`config.mk`:
```
export PLATFORM = sky130hd
export DESIGN_NAME = http_chunked_body_framer_top
export DESIGN_NICKNAME = d
export VERILOG_FILES = /design/src/design/hcbf_pkg.sv /design/src/design/hcbf_core.sv /design/src/design/http_chunked_body_framer_top.sv
export SDC_FILE = /design/constraint.sdc
export NUM_CORES = 1
export LEC_CHECK = 0
export CORE_ASPECT_RATIO = 1.1
export CORE_MARGIN = 10
export CORE_UTILIZATION = 45
export DETAILED_ROUTE_END_ITERATION = 8
export DONT_BUFFER_PORTS = 1
export SLEW_MARGIN = 20
export SYNTH_ARGS = -nofsm -noshare
export SYNTH_HDL_FRONTEND = slang
export SYNTH_SLANG_ARGS = --single-unit
```
`constraint.sdc`:
```
create_clock -name clk -period 5.65 [get_ports clk]
set_input_delay 1.13 -clock clk [delete_from_list [all_inputs] [get_ports clk]]
set_output_delay 1.13 -clock clk [all_outputs]
set_load 0.02 [all_outputs]
```
`src/design/hcbf_pkg.sv`:
```
// ----------------------------------------------------------------------------
// hcbf_pkg
// shared types and constants of the chunked body framer: word formats,
// register map and field widths
// ----------------------------------------------------------------------------
package hcbf_pkg;

    localparam int MAX_HEX_DIGITS_DEF = 16;

    localparam int BYTE_W  = 8;
    localparam int ROLE_W  = 2;
    localparam int ERR_W   = 2;
    localparam int TOTAL_W = 48;
    localparam int LIMIT_W = 5;
    localparam int LINE_W  = 5;

    localparam int APB_ADDR_W = 3;
    localparam int APB_DATA_W = 32;

    localparam logic [LIMIT_W-1:0] LIMIT_RESET = LIMIT_W'(18);
    localparam logic [LIMIT_W-1:0] LIMIT_MIN   = LIMIT_W'(3);
    localparam logic [LIMIT_W-1:0] LIMIT_MAX   = LIMIT_W'(18);

    localparam logic [APB_ADDR_W-1:0] REG_SIZE_LINE_LIMIT = APB_ADDR_W'(0);

    typedef struct packed {
        logic [BYTE_W-1:0] in_byte;
        logic              start_req;
    } in_t;

    typedef struct packed {
        logic [BYTE_W-1:0]  out_byte;
        logic [ROLE_W-1:0]  byte_role;
        logic               message_done;
        logic [ERR_W-1:0]   error_code;
        logic [TOTAL_W-1:0] total_bytes;
    } out_t;

endpackage

```
`src/design/hcbf_core.sv`:
```
// ----------------------------------------------------------------------------
// hcbf_core
// framing state and next-state logic: size line parsing, data and closing
// byte counting, trailer match, error hold and saturating byte total
// ----------------------------------------------------------------------------
module hcbf_core #(
    parameter int MAX_HEX_DIGITS = hcbf_pkg::MAX_HEX_DIGITS_DEF
) (
    input  logic                         clk,
    input  logic                         rst_n,
    input  logic                         accept,
    input  hcbf_pkg::in_t                word,
    input  logic [hcbf_pkg::LIMIT_W-1:0] limit,
    output hcbf_pkg::out_t               result
);
    import hcbf_pkg::*;

    localparam int ACC_W = 4 * MAX_HEX_DIGITS;

    localparam logic [2:0] PH_SIZE  = 3'd0;
    localparam logic [2:0] PH_DATA  = 3'd1;
    localparam logic [2:0] PH_CLOSE = 3'd2;
    localparam logic [2:0] PH_TRAIL = 3'd3;
    localparam logic [2:0] PH_DONE  = 3'd4;
    localparam logic [2:0] PH_ERR1  = 3'd5;
    localparam logic [2:0] PH_ERR2  = 3'd6;
    localparam logic [2:0] PH_ERR3  = 3'd7;

    localparam logic [ROLE_W-1:0] ROLE_SIZE  = 2'd0;
    localparam logic [ROLE_W-1:0] ROLE_DATA  = 2'd1;
    localparam logic [ROLE_W-1:0] ROLE_CLOSE = 2'd2;
    localparam logic [ROLE_W-1:0] ROLE_TRAIL = 2'd3;

    localparam logic [ERR_W-1:0] ERR_NONE     = 2'd0;
    localparam logic [ERR_W-1:0] ERR_TOO_LONG = 2'd1;
    localparam logic [ERR_W-1:0] ERR_NOT_HEX  = 2'd2;
    localparam logic [ERR_W-1:0] ERR_EMPTY    = 2'd3;

    localparam logic [BYTE_W-1:0] CHAR_CR = 8'h0D;
    localparam logic [BYTE_W-1:0] CHAR_LF = 8'h0A;

    localparam logic [TOTAL_W-1:0] TOTAL_SAT = '1;

    function automatic logic [4:0] hex_decode(input logic [BYTE_W-1:0] b);
        logic [4:0] r;
        r = 5'd0;
        if (b >= 8'h30 && b <= 8'h39) r = {1'b1, 4'(b - 8'h30)};
        else if (b >= 8'h41 && b <= 8'h46) r = {1'b1, 4'(b - 8'h37)};
        else if (b >= 8'h61 && b <= 8'h66) r = {1'b1, 4'(b - 8'h57)};
        return r;
    endfunction

    logic [2:0]         phase_reg, phase_next;
    logic [LINE_W-1:0]  line_chars_reg, line_chars_next;
    logic               digits_ended_reg, digits_ended_next;
    logic               cr_pending_reg, cr_pending_next;
    logic [ACC_W-1:0]   acc_reg, acc_next;
    logic [ACC_W-1:0]   bytes_left_reg, bytes_left_next;
    logic [1:0]         trailer_match_reg, trailer_match_next;
    logic               any_chunk_reg, any_chunk_next;
    logic [TOTAL_W-1:0] total_reg, total_next;

    logic [2:0]         phase_e;
    logic [LINE_W-1:0]  line_chars_e;
    logic               digits_ended_e;
    logic               cr_pending_e;
    logic [ACC_W-1:0]   acc_e;
    logic [ACC_W-1:0]   bytes_left_e;
    logic [1:0]         trailer_match_e;
    logic               any_chunk_e;
    logic [TOTAL_W-1:0] total_e;

    logic [LIMIT_W-1:0] lim;
    logic [4:0]         hex;
    logic [LINE_W-1:0]  count;
    logic               line_end;
    logic [ACC_W-1:0]   bl_dec;
    logic [BYTE_W-1:0]  want;
    logic [BYTE_W-1:0]  b;
    logic [ROLE_W-1:0]  role;
    logic               done;
    logic [ERR_W-1:0]   err;

    always_comb
    begin
        b = word.in_byte;

        if (word.start_req)
        begin
            phase_e         = PH_SIZE;
            line_chars_e    = '0;
            digits_ended_e  = 1'b0;
            cr_pending_e    = 1'b0;
            acc_e           = '0;
            bytes_left_e    = '0;
            trailer_match_e = 2'd0;
            any_chunk_e     = 1'b0;
            total_e         = '0;
        end
        else
        begin
            phase_e         = phase_reg;
            line_chars_e    = line_chars_reg;
            digits_ended_e  = digits_ended_reg;
            cr_pending_e    = cr_pending_reg;
            acc_e           = acc_reg;
            bytes_left_e    = bytes_left_reg;
            trailer_match_e = trailer_match_reg;
            any_chunk_e     = any_chunk_reg;
            total_e         = total_reg;
        end

        if (limit < LIMIT_MIN) lim = LIMIT_MIN;
        else if (limit > LIMIT_MAX) lim = LIMIT_MAX;
        else lim = limit;

        hex      = hex_decode(b);
        count    = line_chars_e + LINE_W'(1);
        line_end = (b == CHAR_LF) && cr_pending_e;
        bl_dec   = bytes_left_e - ACC_W'(1);
        want     = trailer_match_e[0] ? CHAR_LF : CHAR_CR;

        phase_next         = phase_e;
        line_chars_next    = line_chars_e;
        digits_ended_next  = digits_ended_e;
        cr_pending_next    = cr_pending_e;
        acc_next           = acc_e;
        bytes_left_next    = bytes_left_e;
        trailer_match_next = trailer_match_e;
        any_chunk_next     = any_chunk_e;
        total_next         = total_e;
        role               = ROLE_SIZE;
        done               = 1'b0;

        if (phase_e <= PH_TRAIL && total_e != TOTAL_SAT)
            total_next = total_e + TOTAL_W'(1);

        case (phase_e)
            PH_SIZE:
            begin
                role = ROLE_SIZE;
                if (line_chars_e == '0 && !hex[4])
                begin
                    phase_next = PH_ERR2;
                end
                else
                begin
                    if (!digits_ended_e)
                    begin
                        if (hex[4] && line_chars_e < LINE_W'(MAX_HEX_DIGITS))
                            acc_next = {acc_e[ACC_W-5:0], hex[3:0]};
                        else
                            digits_ended_next = 1'b1;
                    end
                    cr_pending_next = (b == CHAR_CR);
                    line_chars_next = count;
                    if (line_end)
                    begin
                        line_chars_next   = '0;
                        digits_ended_next = 1'b0;
                        cr_pending_next   = 1'b0;
                        acc_next          = '0;
                        if (acc_e == '0)
                        begin
                            if (!any_chunk_e)
                            begin
                                phase_next = PH_ERR3;
                            end
                            else
                            begin
                                phase_next         = PH_TRAIL;
                                trailer_match_next = 2'd2;
                            end
                        end
                        else
                        begin
                            bytes_left_next = acc_e;
                            any_chunk_next  = 1'b1;
                            phase_next      = PH_DATA;
                        end
                    end
                    else if (count >= lim)
                    begin
                        phase_next = PH_ERR1;
                    end
                end
            end
            PH_DATA:
            begin
                role            = ROLE_DATA;
                bytes_left_next = bl_dec;
                if (bl_dec == '0)
                begin
                    bytes_left_next = ACC_W'(2);
                    phase_next      = PH_CLOSE;
                end
            end
            PH_CLOSE:
            begin
                role = ROLE_CLOSE;
                if (bytes_left_e <= ACC_W'(1))
                begin
                    bytes_left_next   = '0;
                    line_chars_next   = '0;
                    digits_ended_next = 1'b0;
                    cr_pending_next   = 1'b0;
                    acc_next          = '0;
                    phase_next        = PH_SIZE;
                end
                else
                begin
                    bytes_left_next = bl_dec;
                end
            end
            PH_TRAIL:
            begin
                role = ROLE_TRAIL;
                if (b == want)
                begin
                    if (trailer_match_e == 2'd3)
                    begin
                        trailer_match_next = 2'd0;
                        done               = 1'b1;
                        phase_next         = PH_DONE;
                    end
                    else
                    begin
                        trailer_match_next = trailer_match_e + 2'd1;
                    end
                end
                else
                begin
                    trailer_match_next = (b == CHAR_CR) ? 2'd1 : 2'd0;
                end
            end
            PH_DONE:
            begin
                role = ROLE_TRAIL;
            end
            default:
            begin
                role = ROLE_SIZE;
            end
        endcase

        case (phase_next)
            PH_ERR1: err = ERR_TOO_LONG;
            PH_ERR2: err = ERR_NOT_HEX;
            PH_ERR3: err = ERR_EMPTY;
            default: err = ERR_NONE;
        endcase

        result.out_byte     = b;
        result.byte_role    = role;
        result.message_done = done;
        result.error_code   = err;
        result.total_bytes  = total_next;
    end

    always_ff @(posedge clk or negedge rst_n)
    begin
        if (!rst_n)
        begin
            phase_reg         <= PH_SIZE;
            line_chars_reg    <= '0;
            digits_ended_reg  <= 1'b0;
            cr_pending_reg    <= 1'b0;
            acc_reg           <= '0;
            bytes_left_reg    <= '0;
            trailer_match_reg <= 2'd0;
            any_chunk_reg     <= 1'b0;
            total_reg         <= '0;
        end
        else if (accept)
        begin
            phase_reg         <= phase_next;
            line_chars_reg    <= line_chars_next;
            digits_ended_reg  <= digits_ended_next;
            cr_pending_reg    <= cr_pending_next;
            acc_reg           <= acc_next;
            bytes_left_reg    <= bytes_left_next;
            trailer_match_reg <= trailer_match_next;
            any_chunk_reg     <= any_chunk_next;
            total_reg         <= total_next;
        end
    end

endmodule

```
`src/design/http_chunked_body_framer_top.sv`:
```
// ----------------------------------------------------------------------------
// http_chunked_body_framer_top
// chunked message body framer: tags every body byte with its role, reports
// done and the byte total, holds errors until a start; apb register port
// ----------------------------------------------------------------------------
// each accepted word's result is registered in the output register, or in the skid while the output stalls
// throughput: one word per cycle while body_stall is low, set by the single-pass state update
// a two-entry output stage (result register plus skid) decouples the sides
// reset: asynchronous, active low; framing state cleared, limit back to 18
// ----------------------------------------------------------------------------
module http_chunked_body_framer_top #(
    parameter int MAX_HEX_DIGITS = hcbf_pkg::MAX_HEX_DIGITS_DEF
) (
    input  logic                            clk,
    input  logic                            rst_n,
    input  logic                            body_valid,
    output logic                            body_stall,
    input  hcbf_pkg::in_t                   body_word,
    output logic                            tag_valid,
    input  logic                            tag_stall,
    output hcbf_pkg::out_t                  tag_word,
    input  logic                            psel,
    input  logic                            penable,
    input  logic                            pwrite,
    input  logic [hcbf_pkg::APB_ADDR_W-1:0] paddr,
    input  logic [hcbf_pkg::APB_DATA_W-1:0] pwdata,
    output logic [hcbf_pkg::APB_DATA_W-1:0] prdata,
    output logic                            pready
);
    import hcbf_pkg::*;

    logic [LIMIT_W-1:0] limit_reg;
    logic               accept;
    out_t               result;
    logic               out_valid_reg;
    out_t               out_data_reg;
    logic               skid_valid_reg;
    out_t               skid_data_reg;
    logic               out_free;

    assign pready = 1'b1;
    assign prdata = (paddr == REG_SIZE_LINE_LIMIT)
                  ? APB_DATA_W'(limit_reg) : '0;

    always_ff @(posedge clk or negedge rst_n)
    begin
        if (!rst_n)
            limit_reg <= LIMIT_RESET;
        else if (psel && penable && pwrite && paddr[APB_ADDR_W-1] == 1'b0)
            limit_reg <= pwdata[LIMIT_W-1:0];
    end

    assign body_stall = skid_valid_reg;
    assign accept     = body_valid && !skid_valid_reg;
    assign out_free   = !out_valid_reg || !tag_stall;

    hcbf_core #(
        .MAX_HEX_DIGITS(MAX_HEX_DIGITS)
    ) u_core (
        .clk    (clk),
        .rst_n  (rst_n),
        .accept (accept),
        .word   (body_word),
        .limit  (limit_reg),
        .result (result)
    );

    always_ff @(posedge clk or negedge rst_n)
    begin
        if (!rst_n)
        begin
            out_valid_reg  <= 1'b0;
            skid_valid_reg <= 1'b0;
        end
        else if (out_free)
        begin
            if (skid_valid_reg)
            begin
                out_valid_reg  <= 1'b1;
                skid_valid_reg <= 1'b0;
            end
            else
            begin
                out_valid_reg <= accept;
            end
        end
        else if (accept)
        begin
            skid_valid_reg <= 1'b1;
        end
    end

    always_ff @(posedge clk)
    begin
        if (out_free)
        begin
            if (skid_valid_reg)
                out_data_reg <= skid_data_reg;
            else if (accept)
                out_data_reg <= result;
        end
        else if (accept)
        begin
            skid_data_reg <= result;
        end
    end

    assign tag_valid = out_valid_reg;
    assign tag_word  = out_data_reg;

endmodule

```
==> results.yml, run 1 <==
setup_path:
  r2r-end: "u_core.bytes_left_reg[7]$_DFFE_PN0P_"
  cp.buffers_inverters: 1
  timing.reg2reg.worst_path_depth: 11
  reg2reg_setup_slack_ns: 0.86
  crit_path_top_delay_cell: "sky130_fd_sc_hd__or4_1"
  critPathTopFamily: "simple AND/OR/NAND/NOR gates"
  required_ns: 6.06
  timing.critical_path.from_type: "flip-flop"
  timing.critical_path.fanout_max: 17
  worst_setup_path_category: "flip-flop to flip-flop"
  setup.worst_path.end_class: "flip-flop"
  arrival_time_reported_for_the_critical_path_endpoint_ns: 5.20
  reg2reg_from: "u_core.bytes_left_reg[2]$_DFFE_PN0P_"
  critical_path.cell_chain: "or4_1 -> or2_1 -> or3_1 -> o31ai_1 -> nor4b_1 -> nand4_1 -> nor4_4 -> nand2_2 -> a22oi_4 -> buf_12 -> o211ai_1"
  timing.critical_path.slowest_cell_delay_ns: 0.74
die:
  fp.dieArea_sq_um: 47230
  core_sq_um: 38290
  dieWidth_um: 208.1
  die-height_um: 226.9
  top_level_ports: 147
  floorplan.initialDensity: 0.4575
  core.rowCount: 75
finish:
  layout.cells.non_filler: 2308
  footprint_of_the_multi_input_gates_sq_um: 8237
  antenna_cells: 0
  ff_latch_area_sq_um: 8574
  area_of_all_placed_cells_without_fillers_sq_um: 19030
  layout_cells_sized_above_1: 0.09624
  nets: 1850
  area_growth_pct: 8.614
  num-fill-cells: 3542
drt:
  viasPerCell: 6.114
  finalWirelength_um: 52300
  post_drt_wl_per_cell_um: 22.66
  firstDrtPassIters: 5
  drc_violations_left: 0
  detail-route-antenna-nets: 0
  dr_total_vias: 14110
  first_iter_violations: 1192
synthesis:
  synth-seq-area-share: 0.4893
  ys_async_sr_fraction: 0.6164
  syn-cell-area_sq_um: 17520
  synth_top_area_cell: "sky130_fd_sc_hd__dfrtp_1"
  yosys.cell_count.top_type: "sky130_fd_sc_hd__nand2_1"
  yosys-top-cells-count: "sky130_fd_sc_hd__nand2_1 (246), sky130_fd_sc_hd__dfrtp_1 (194), sky130_fd_sc_hd__nor2_1 (138)"
  number_of_synthesized_register_bits: 318
  synth.area.top_cells: "sky130_fd_sc_hd__dfrtp_1 (28%), sky130_fd_sc_hd__edfxtp_1 (21%), sky130_fd_sc_hd__nand2_1 (5.3%), sky130_fd_sc_hd__a22o_1 (3.2%), sky130_fd_sc_hd__nor2_1 (3.0%)"
  syn_inst: 1837
  synth_cell_types: 80
  synth-edff-count: 122
  synth_area_per_cell_sq_um: 9.536
  synth_top_cell_area_share: 0.2771
  dominantRegCellSynth: "sky130_fd_sc_hd__dfrtp_1"
  ys_warn_count: 0
sta:
  layout_min_cycle_time_ns: 4.794
  max_slew_headroom: 0.1396
  timing.clock.skew_ns: 0.01909
  report.final.setup_viol: 0
  final_min_period_over_clock_period: 0.8485
  final-hold-violation-count: 0
  max_slew.worst_pin.slew_ns: 1.279
  maxSlewViolCount: 0
  holdWs_ns: 0.2705
  grt_setup_unrepaired: "false"
  fmax_mhz: 208.6
  fin_setup_tns_ns: 0
cts:
  cts.sink_count: 318
  cts.path.max_buffers: 3
  clock_tree_from_tritoncts: "done"
  post_cts.resized_instances: 0
  tritoncts.num_buffers: 35
  cts_max_level: 2
  postCtsSetupRepairBufs: 0
  cts-hold-fix-buffers: 0
  buffer_type_at_the_clock_tree_root: "sky130_fd_sc_hd__clkbuf_16"
  cts.reportedPaths.clkPinSlew_ns: 0.06
  worstSkewPairLatency_ns: 0.56
global_route:
  globalRouteTotalUtil: 0.2158
  grt.overflow.total: 0
  grt_first_pass_wirelength_um: 82020
  number_of_antenna_violations_at_the_first_check_in_global_routing: 0
  grt_max_degree: 197
  grt_pass1_vias: 13850
placed_design:
  post-dp-hpwl_um: 35780
  port_buffers: 0
  placed_cell_area_sq_um: 17930
  dpl.cell_count: 2247
  place_congestion: 0.9651
hold_path:
  timing.hold.worst.class: "input port to asynchronous set/reset pin"
power_and_ir_drop:
  power.density_cell_area_nw_per_um2: 409.3
  cellLeakagePower_nw: 7.655
  ir_worst_vdd_uv: 249.2
run_status:
  status: "completed"
flow_run:
  max-cap-violations: 0
==> cell families after synthesis <==
family / share of synthesized area
muxes: 0.03221
AOI/OAI and AO/OA: 0.1700
adders and majority gates: 0.01071
other: 0.0004287
buffers and inverters: 0.04943
and+or+nand+nor: 0.2109
xor gates and xnor gates: 0.03700
DFF: 0.4893
==> worst register-to-register path, cell delays in order, from the launching register on <==
cell	delay [ns]
sky130_fd_sc_hd__dfrtp_1	0.53
sky130_fd_sc_hd__or4_1	0.74
sky130_fd_sc_hd__or2_1	0.53
sky130_fd_sc_hd__or3_1	0.56
sky130_fd_sc_hd__o31ai_1	0.30
sky130_fd_sc_hd__nor4b_1	0.28
sky130_fd_sc_hd__nand4_1	0.24
sky130_fd_sc_hd__nor4_4	0.41
sky130_fd_sc_hd__nand2_2	0.26
sky130_fd_sc_hd__a22oi_4	0.47
sky130_fd_sc_hd__buf_12	0.22
sky130_fd_sc_hd__o211ai_1	0.11
==> through the flow <==
step	setup slack (ns)	power, mW	utilization
after floorplan	0.06966	4.731	-
after global placement	0.7244	5.517	0.4683
after detailed placement	0.6380	5.539	0.4683
after CTS	0.9114	7.789	0.4969
after global routing	0.5233	8.181	0.4969
final	0.8561	7.787	0.4969
==> worst max-delay path by stage <==
stage	from	to	cells past startpoint
after floorplan	body_word[0]	u_core.bytes_left_reg[59]$_DFFE_PN0P_	21
after global placement	body_word[0]	u_core.bytes_left_reg[60]$_DFFE_PN0P_	14
after detailed placement	body_word[0]	u_core.bytes_left_reg[60]$_DFFE_PN0P_	14
after CTS	u_core.bytes_left_reg[2]$_DFFE_PN0P_	u_core.bytes_left_reg[24]$_DFFE_PN0P_	11
after global routing	u_core.bytes_left_reg[27]$_DFFE_PN0P_	u_core.bytes_left_reg[7]$_DFFE_PN0P_	12
final	u_core.bytes_left_reg[2]$_DFFE_PN0P_	u_core.bytes_left_reg[7]$_DFFE_PN0P_	11
==> layer usage <==
metal	vias up	share of wire	global-route usage
li1	6614	-	-
met1	6981	0.42	0.2647
met2	423	0.50	0.3717
met3	94	0.050	0.03481
met4	0	0.037	0.08980
met5	-	0	0
==> cell type report <==
class                   count  share of cell area
inverters                  38            0.007497
multi-input cells        1351              0.4329
clock inverters            19            0.009141
flip-flops and latches    318              0.4507
clock buffers              42             0.04847
repair buffers             40             0.01841
well taps                 500             0.03288
==> cells in the final DEF, fill, tap and decap left out, types with 9 or more instances in the layout <==
cell type                   count
sky130_fd_sc_hd__nand2_1      246
sky130_fd_sc_hd__dfrtp_1      193
sky130_fd_sc_hd__nor2_1       137
sky130_fd_sc_hd__edfxtp_1     122
sky130_fd_sc_hd__o21ai_0      100
sky130_fd_sc_hd__a22o_1        63
sky130_fd_sc_hd__nor3_1        53
sky130_fd_sc_hd__nor4_1        53
sky130_fd_sc_hd__a22oi_1       53
sky130_fd_sc_hd__o21ai_1       52
sky130_fd_sc_hd__a21oi_1       49
sky130_fd_sc_hd__nand3_1       48
sky130_fd_sc_hd__xnor2_1       42
sky130_fd_sc_hd__inv_1         37
sky130_fd_sc_hd__nand4_1       36
sky130_fd_sc_hd__buf_4         36
sky130_fd_sc_hd__mux2_2        35
sky130_fd_sc_hd__clkbuf_16     35
sky130_fd_sc_hd__xor2_1        32
sky130_fd_sc_hd__conb_1        28
sky130_fd_sc_hd__nor2b_1       23
sky130_fd_sc_hd__or3_1         21
sky130_fd_sc_hd__or4_1         20
sky130_fd_sc_hd__o31ai_1       19
sky130_fd_sc_hd__or2_2         17
sky130_fd_sc_hd__mux2i_1       17
sky130_fd_sc_hd__ha_1          15
sky130_fd_sc_hd__and3_1        14
sky130_fd_sc_hd__and2_1        13
sky130_fd_sc_hd__a21o_1        11
sky130_fd_sc_hd__a31oi_1       10
sky130_fd_sc_hd__o211ai_1       9
==> where the power goes <==
| group | switching, mW | total [mW] | leakage, nW | internal (mW) |
|---|---|---|---|---|
| clock | 0.972 | 2.24 | 0.532 | 1.26 |
| combinational | 1.59 | 2.49 | 3.30 | 0.905 |
| sequential | 0.421 | 3.06 | 3.82 | 2.63 |
| total | 2.98 | 7.79 | 7.65 | 4.80 |
No activity file was read; power rests on OpenSTA's default activity.
==> inputs of run 2 (changes only) <==
ABC_AREA = 1   (was unset)
clock period = 4.68 ns   (was 5.65 ns; I/O delays follow)
==> run 2 against run 1 <==
- core utilization shrank 0.85 points
- hold slack got worse by 0.20 ns
- critical endpoint is now tag_word[48]$_DFFE_PP_
- worst setup slack worse by 0.041 ns
- count of clock-buffer cells in the layout grew 12
- clock skew increased by 0.0019 ns
- sequential power increased by 33%
- combinational power rose to 6.1 times the previous value
- largest cell class is now multi-input gates
==> results.yml, run 2 <==
cts:
  cts.path.max_buffers: 3
  cts.reportedPaths.clkPinSlew_ns: 0.06
  cts-hold-fix-buffers: 0
  worstSkewPairLatency_ns: 0.58
  tritoncts.num_buffers: 38
  postCtsSetupRepairBufs: 0
  buffer_type_at_the_clock_tree_root: "sky130_fd_sc_hd__clkbuf_16"
  cts.sink_count: 318
  post_cts.resized_instances: 0
  cts_max_level: 2
  clock_tree_from_tritoncts: "done"
synthesis:
  synth.area.top_cells: "sky130_fd_sc_hd__dfrtp_1 (20%), sky130_fd_sc_hd__nand2_1 (16%), sky130_fd_sc_hd__edfxtp_1 (15%), sky130_fd_sc_hd__a21oi_1 (8.9%), sky130_fd_sc_hd__o21ai_0 (7.3%)"
  synth_top_area_cell: "sky130_fd_sc_hd__dfrtp_1"
  synth_area_per_cell_sq_um: 6.602
  dominantRegCellSynth: "sky130_fd_sc_hd__dfrtp_1"
  post_synth_and_or_nand_nor_area_fraction: 0.3118
  synth_top_cell_area_share: 0.2010
  syn_inst: 3658
  syn-cell-area_sq_um: 24150
  ys_async_sr_fraction: 0.6164
  synth_compound_area_frac: 0.2055
  yosys-top-cells-count: "sky130_fd_sc_hd__nand2_1 (1042), sky130_fd_sc_hd__a21oi_1 (428), sky130_fd_sc_hd__nor2_1 (369)"
  yosys.cell_count.top_type: "sky130_fd_sc_hd__nand2_1"
  synth_cell_types: 60
  ys_warn_count: 0
  synth-adder-area-share: 0.007771
  combinational_family_with_the_most_area_after_synthesis: "simple AND/OR/NAND/NOR gates"
  synth_xor_xnor_area_share: 0.01901
  synth-edff-count: 122
  number_of_synthesized_register_bits: 318
  synth-seq-area-share: 0.3549
  mux_share_of_post_synthesis_cell_area: 0
setup_path:
  arrival_time_reported_for_the_critical_path_endpoint_ns: 4.18
  crit_path_top_delay_cell: "sky130_fd_sc_hd__nor2_1"
  critical_path.cell_chain: "o21ai_0 -> nand2_1 -> nor2_1 -> nand2_1 -> buf_4 -> nand2_1 -> nand2_1 -> nor3_1 -> nand2_1 -> nor2_1 -> nand2_1 -> nor2_1 -> nand3_1 -> nand2_1 -> nand3_1 -> nand3_1 -> nand2_1"
  timing.critical_path.from_type: "flip-flop"
  cp_common_cell: "sky130_fd_sc_hd__nand2_1"
  setup.worst_path.end_class: "flip-flop"
  timing.critical_path.slowest_cell_delay_ns: 0.72
  worst_setup_path_category: "flip-flop to flip-flop"
  required_ns: 5.00
  timing.critical_path.fanout_max: 11
sta:
  max_slew_headroom: 0.2834
  grt_setup_unrepaired: "false"
  maxSlewViolCount: 0
  report.final.setup_viol: 0
  layout_min_cycle_time_ns: 3.865
  fin_setup_tns_ns: 0
  setup_ws_ns: 0.8147
  fmax_mhz: 258.7
  timing.clock.skew_ns: 0.02095
  holdWs_ns: 0.07466
  max_slew.worst_pin.slew_ns: 1.074
  final_min_period_over_clock_period: 0.8259
  final-hold-violation-count: 0
die:
  die-height_um: 263.0
  core.rowCount: 89
  fp.dieArea_sq_um: 63340
  core_sq_um: 53340
  top_level_ports: 147
  dieWidth_um: 240.9
  floorplan.initialDensity: 0.4528
flow_run:
  max-cap-violations: 0
power_and_ir_drop:
  cellLeakagePower_nw: 12.05
  power_mw: 22.15
  ir_worst_vdd_uv: 809.5
  power.density_cell_area_nw_per_um2: 850.2
finish:
  ff_latch_area_sq_um: 8572
  layout.cells.non_filler: 4295
  area_growth_pct: 7.870
  finalCoreUtilization: 0.4884
  num-fill-cells: 5487
  nets: 3650
  mostFrequentLayoutCell: "sky130_fd_sc_hd__nand2_1"
  layout_cells_sized_above_1: 0.07447
  final_cell_mix: "sky130_fd_sc_hd__nand2_1 (1040), sky130_fd_sc_hd__a21oi_1 (426), sky130_fd_sc_hd__nor2_1 (366)"
  footprint_of_the_multi_input_gates_sq_um: 13300
  area_of_all_placed_cells_without_fillers_sq_um: 26050
placed_design:
  dpl.cell_count: 4226
  placed_cell_area_sq_um: 24810
  port_buffers: 0
  place_congestion: 0.9713
  post-dp-hpwl_um: 64120
  dp_worst_setup_slack_ns: 0.2841
run_status:
  status: "completed"
global_route:
  grt_first_pass_wirelength_um: 137300
  grt_max_degree: 197
  number_of_antenna_violations_at_the_first_check_in_global_routing: 0
  grt.overflow.total: 0
  grt_pass1_vias: 23160
  globalRouteTotalUtil: 0.2758
drt:
  finalWirelength_um: 89260
  drc_violations_left: 0
  post_drt_wl_per_cell_um: 20.78
  firstDrtPassIters: 6
  viasPerCell: 5.705
  dr_total_vias: 24510
  first_iter_violations: 2119
  detail-route-antenna-nets: 0
hold_path:
  timing.hold.worst.class: "input port to asynchronous set/reset pin"
-- run 2: kinds of logic after synthesis --
logic type / count (synthesis)
buf+inv: 567
simple gates: 1775
flops: 318
xor+xnor: 49
fa+ha+maj: 15
other cells: 2
compound gates: 932
-- run 2: layer usage --
layer / wire [um] / global-route usage / up-vias
li1: - / - / 11930
met1: 37340 / 0.3473 / 11650
met2: 44540 / 0.4815 / 794
met3: 4423 / 0.02780 / 136
met4: 2953 / 0.09335 / 0
met5: 0 / 0 / -
-- run 2: cell type report --
class	instances	share of cell area
antenna	1	0.00009606
clock buffer	54	0.04193
timing repair buffer	81	0.03007
tap	682	0.03276
inverter	346	0.05024
sequential	318	0.3290
clock inverter	14	0.005475
multi-input combinational	2799	0.5104
-- run 2: critical path: cells and delay by family (launching register included) --
kind / cells / cell delay [ns]
compound gates: 1 / 0.32
simple gates: 15 / 2.62
buf+inv: 1 / 0.22
flops: 1 / 0.44
-- run 2: worst paths after layout --
| check | slack [ns] | from | end | cells after the start |
|---|---|---|---|---|
| max in group asynchronous | 4.09 | rst_n | u_core.acc_reg[56]$_DFFE_PN0P_ | 0 |
| min in group clk | 0.47 | body_word[6] | skid_data_reg[58]$_DFFE_PP_ | 0 |
| setup reg to reg | 0.81 | u_core.bytes_left_reg[4]$_DFFE_PN0P_ | tag_word[48]$_DFFE_PP_ | 17 |
| hold reg to reg | 0.49 | u_core.digits_ended_reg$_DFFE_PN0P_ | u_core.digits_ended_reg$_DFFE_PN0P_ | 2 |
| setup / recovery | 0.81 | u_core.bytes_left_reg[4]$_DFFE_PN0P_ | tag_word[48]$_DFFE_PP_ | 17 |
| hold / removal | 0.07 | rst_n | limit_reg[2]$_DFFE_PN0P_ | 0 |
-- run 2: report_power, final --
group | switching (mW) | internal (mW)
Combinational | 10.9 | 4.21
Sequential | 0.538 | 3.53
Clock | 1.26 | 1.74
Total | 12.7 | 9.48
==> inputs of run 3 (changes only) <==
clock period = 3.8 ns   (was 4.68 ns; I/O delays follow)
==> run 3 against run 2 <==
- the flow now finishes with violations (hold timing)
- combinational power is 41% higher
- non-clock buffer count is 169 higher
- critical path depth is 2 lower
- via count is 3.5% higher
- clock skew is 0.0029 ns higher
- total power is 36% higher
- routed wire length is 1.8% higher
- core utilization is 2.6 points higher
- clock power is 27% higher
- critical path type unchanged
- critical endpoint is now u_core.acc_reg[37]$_DFFE_PN0P_
- highest routed layer unchanged
==> results.yml, run 3 (synthesis results as in run 2) <==
global_route:
  globalRouteTotalUtil: 0.2840
  grt.overflow.total: 0
  grt_pass1_vias: 24300
  grt_first_pass_wirelength_um: 141800
  grt_max_degree: 197
  number_of_antenna_violations_at_the_first_check_in_global_routing: 3
drt:
  detail-route-antenna-nets: 0
  dr_total_vias: 25360
  viasPerCell: 5.681
  drc_violations_left: 0
  finalWirelength_um: 90910
  first_iter_violations: 2140
  post_drt_wl_per_cell_um: 20.37
  firstDrtPassIters: 7
setup_path:
  setup.worst_path.end_class: "flip-flop"
  timing.reg2reg.worst_path_depth: 15
  arrival_time_reported_for_the_critical_path_endpoint_ns: 3.75
  required_ns: 4.22
  worst_setup_path_category: "flip-flop to flip-flop"
  timing.critical_path.from_type: "flip-flop"
  timing.critical_path.fanout_max: 58
cts:
  cts.sink_count: 318
  cts.reportedPaths.clkPinSlew_ns: 0.06
  tritoncts.num_buffers: 38
  cts.path.max_buffers: 3
  buffer_type_at_the_clock_tree_root: "sky130_fd_sc_hd__clkbuf_16"
  clock_tree_from_tritoncts: "done"
  worstSkewPairLatency_ns: 0.57
  cts_max_level: 2
finish:
  mostFrequentLayoutCell: "sky130_fd_sc_hd__nand2_1"
  area_growth_pct: 13.69
  layout_cells_sized_above_1: 0.1169
  final_cell_mix: "sky130_fd_sc_hd__nand2_1 (1040), sky130_fd_sc_hd__a21oi_1 (426), sky130_fd_sc_hd__nor2_1 (366)"
  footprint_of_the_multi_input_gates_sq_um: 13300
  nets: 3819
  ff_latch_area_sq_um: 8572
  finalCoreUtilization: 0.5148
  num-fill-cells: 5386
hold_path:
  timing.hold.worst.class: "input port to asynchronous set/reset pin"
sta:
  maxSlewViolCount: 0
  max_slew_headroom: 0.3938
  timing.clock.skew_ns: 0.02386
  final_min_period_over_clock_period: 0.8768
  fmax_mhz: 300.1
  report.final.setup_viol: 0
  layout_min_cycle_time_ns: 3.332
  final-hold-violation-count: 131
  holdWs_ns: -0.1132
  grt_setup_unrepaired: "false"
  max_slew.worst_pin.slew_ns: 0.9092
  fin_setup_tns_ns: 0
run_status:
  status: "complete, but fails checks"
  violations: "hold timing"
die:
  dieWidth_um: 240.9
  core.rowCount: 89
  floorplan.initialDensity: 0.4528
  core_sq_um: 53340
  die-height_um: 263.0
  fp.dieArea_sq_um: 63340
  top_level_ports: 147
placed_design:
  port_buffers: 0
  post-dp-hpwl_um: 66880
  place_congestion: 1.002
power_and_ir_drop:
  cellLeakagePower_nw: 12.89
  ir_worst_vdd_uv: 650.4
  power.density_cell_area_nw_per_um2: 1098
flow_run:
  max-cap-violations: 0
## run 3: changes by cell type in the layout (fill, tap and decap cells not counted), moves of 2 or more
cell | before | now
sky130_fd_sc_hd__clkinv_2 | 5 | 9
sky130_fd_sc_hd__buf_12 | 14 | 22
sky130_fd_sc_hd__clkinv_1 | 5 | 2
sky130_fd_sc_hd__bufinv_16 | 2 | 4
sky130_fd_sc_hd__clkbuf_1 | 9 | 7
sky130_fd_sc_hd__clkinv_8 | 0 | 2
sky130_fd_sc_hd__clkbuf_8 | 6 | 4
sky130_fd_sc_hd__buf_4 | 67 | 228
## run 3: worst max-delay path: stages (launching register included)
cell and delay [ns]:
sky130_fd_sc_hd__dfrtp_1 0.44, sky130_fd_sc_hd__o21ai_0 0.37, sky130_fd_sc_hd__nand2_1 0.22, sky130_fd_sc_hd__nor2_1 0.22
sky130_fd_sc_hd__nand2_1 0.16, sky130_fd_sc_hd__nor2_1 0.25, sky130_fd_sc_hd__inv_1 0.13, sky130_fd_sc_hd__nand2_1 0.10
sky130_fd_sc_hd__nand3_2 0.12, sky130_fd_sc_hd__inv_2 0.08, sky130_fd_sc_hd__nor2_1 0.13, sky130_fd_sc_hd__nor2_4 0.20
sky130_fd_sc_hd__buf_12 0.25, sky130_fd_sc_hd__o21ai_0 0.16, sky130_fd_sc_hd__a21oi_1 0.18, sky130_fd_sc_hd__a21oi_1 0.05
## run 3: final timing paths
path / startpoint / end / slack, ns
hold / removal: rst_n / limit_reg[2]$_DFFE_PN0P_ / -0.11
max in group asynchronous: rst_n / u_core.bytes_left_reg[44]$_DFFE_PN0P_ / 3.36
hold reg to reg: u_core.total_reg[33]$_DFFE_PN0P_ / u_core.total_reg[33]$_DFFE_PN0P_ / 0.49
setup reg to reg: u_core.bytes_left_reg[11]$_DFFE_PN0P_ / u_core.acc_reg[37]$_DFFE_PN0P_ / 0.47
min in group clk: body_word[8] / skid_data_reg[60]$_DFFE_PP_ / 0.28
setup / recovery: u_core.bytes_left_reg[11]$_DFFE_PN0P_ / u_core.acc_reg[37]$_DFFE_PN0P_ / 0.47
## run 3: repair_timing
| item | 4_1_cts | 5_1_grt |
|---|---|---|
| resized for setup | 0 | 0 |
| setup buffers | 0 | 0 |
| endpoints found under the hold margin | 194 | 194 |
## run 3: cell type report
cell class              count  area share
diodes                      1  0.00009114
clock buffers              50     0.03851
clock inverters            17    0.007838
inverters                 346     0.04766
multi-input cells        2799      0.4843
flip-flops and latches    318      0.3122
well taps                 682     0.03108
repair buffers            250     0.07838
## run 3: routing by layer
metal,GRT usage,wire length [um],vias to the layer above
met5,0,0,-
met4,0.1153,3696,0
met3,0.03396,4952,179
met2,0.4872,44660,918
met1,0.3544,37600,12000
li1,-,-,12260
## run 3: report_power, final
| part | switching, mW | internal, mW |
|---|---|---|
| combinational | 13.8 | 7.49 |
| sequential | 0.678 | 4.34 |
| clock | 1.56 | 2.24 |
## run 3: stage by stage
| step | setup WS, ns | instances | power (mW) | area [sq um] | hold slack, ns |
|---|---|---|---|---|---|
| after floorplan | 0.09096 | 3684 | 16.53 | 24260 | 0.4489 |
| after global placement | 0.07534 | 4395 | 25.75 | 26180 | 0.4682 |
| after detailed placement | 0.002390 | 4395 | 25.99 | 26180 | 0.4689 |
| after CTS | 0.5162 | 4462 | 29.91 | 27460 | -0.1301 |
| after global routing | 0.1583 | 4462 | 32.37 | 27460 | -0.1268 |
| final | 0.4681 | 4463 | 30.15 | 27460 | -0.1132 |
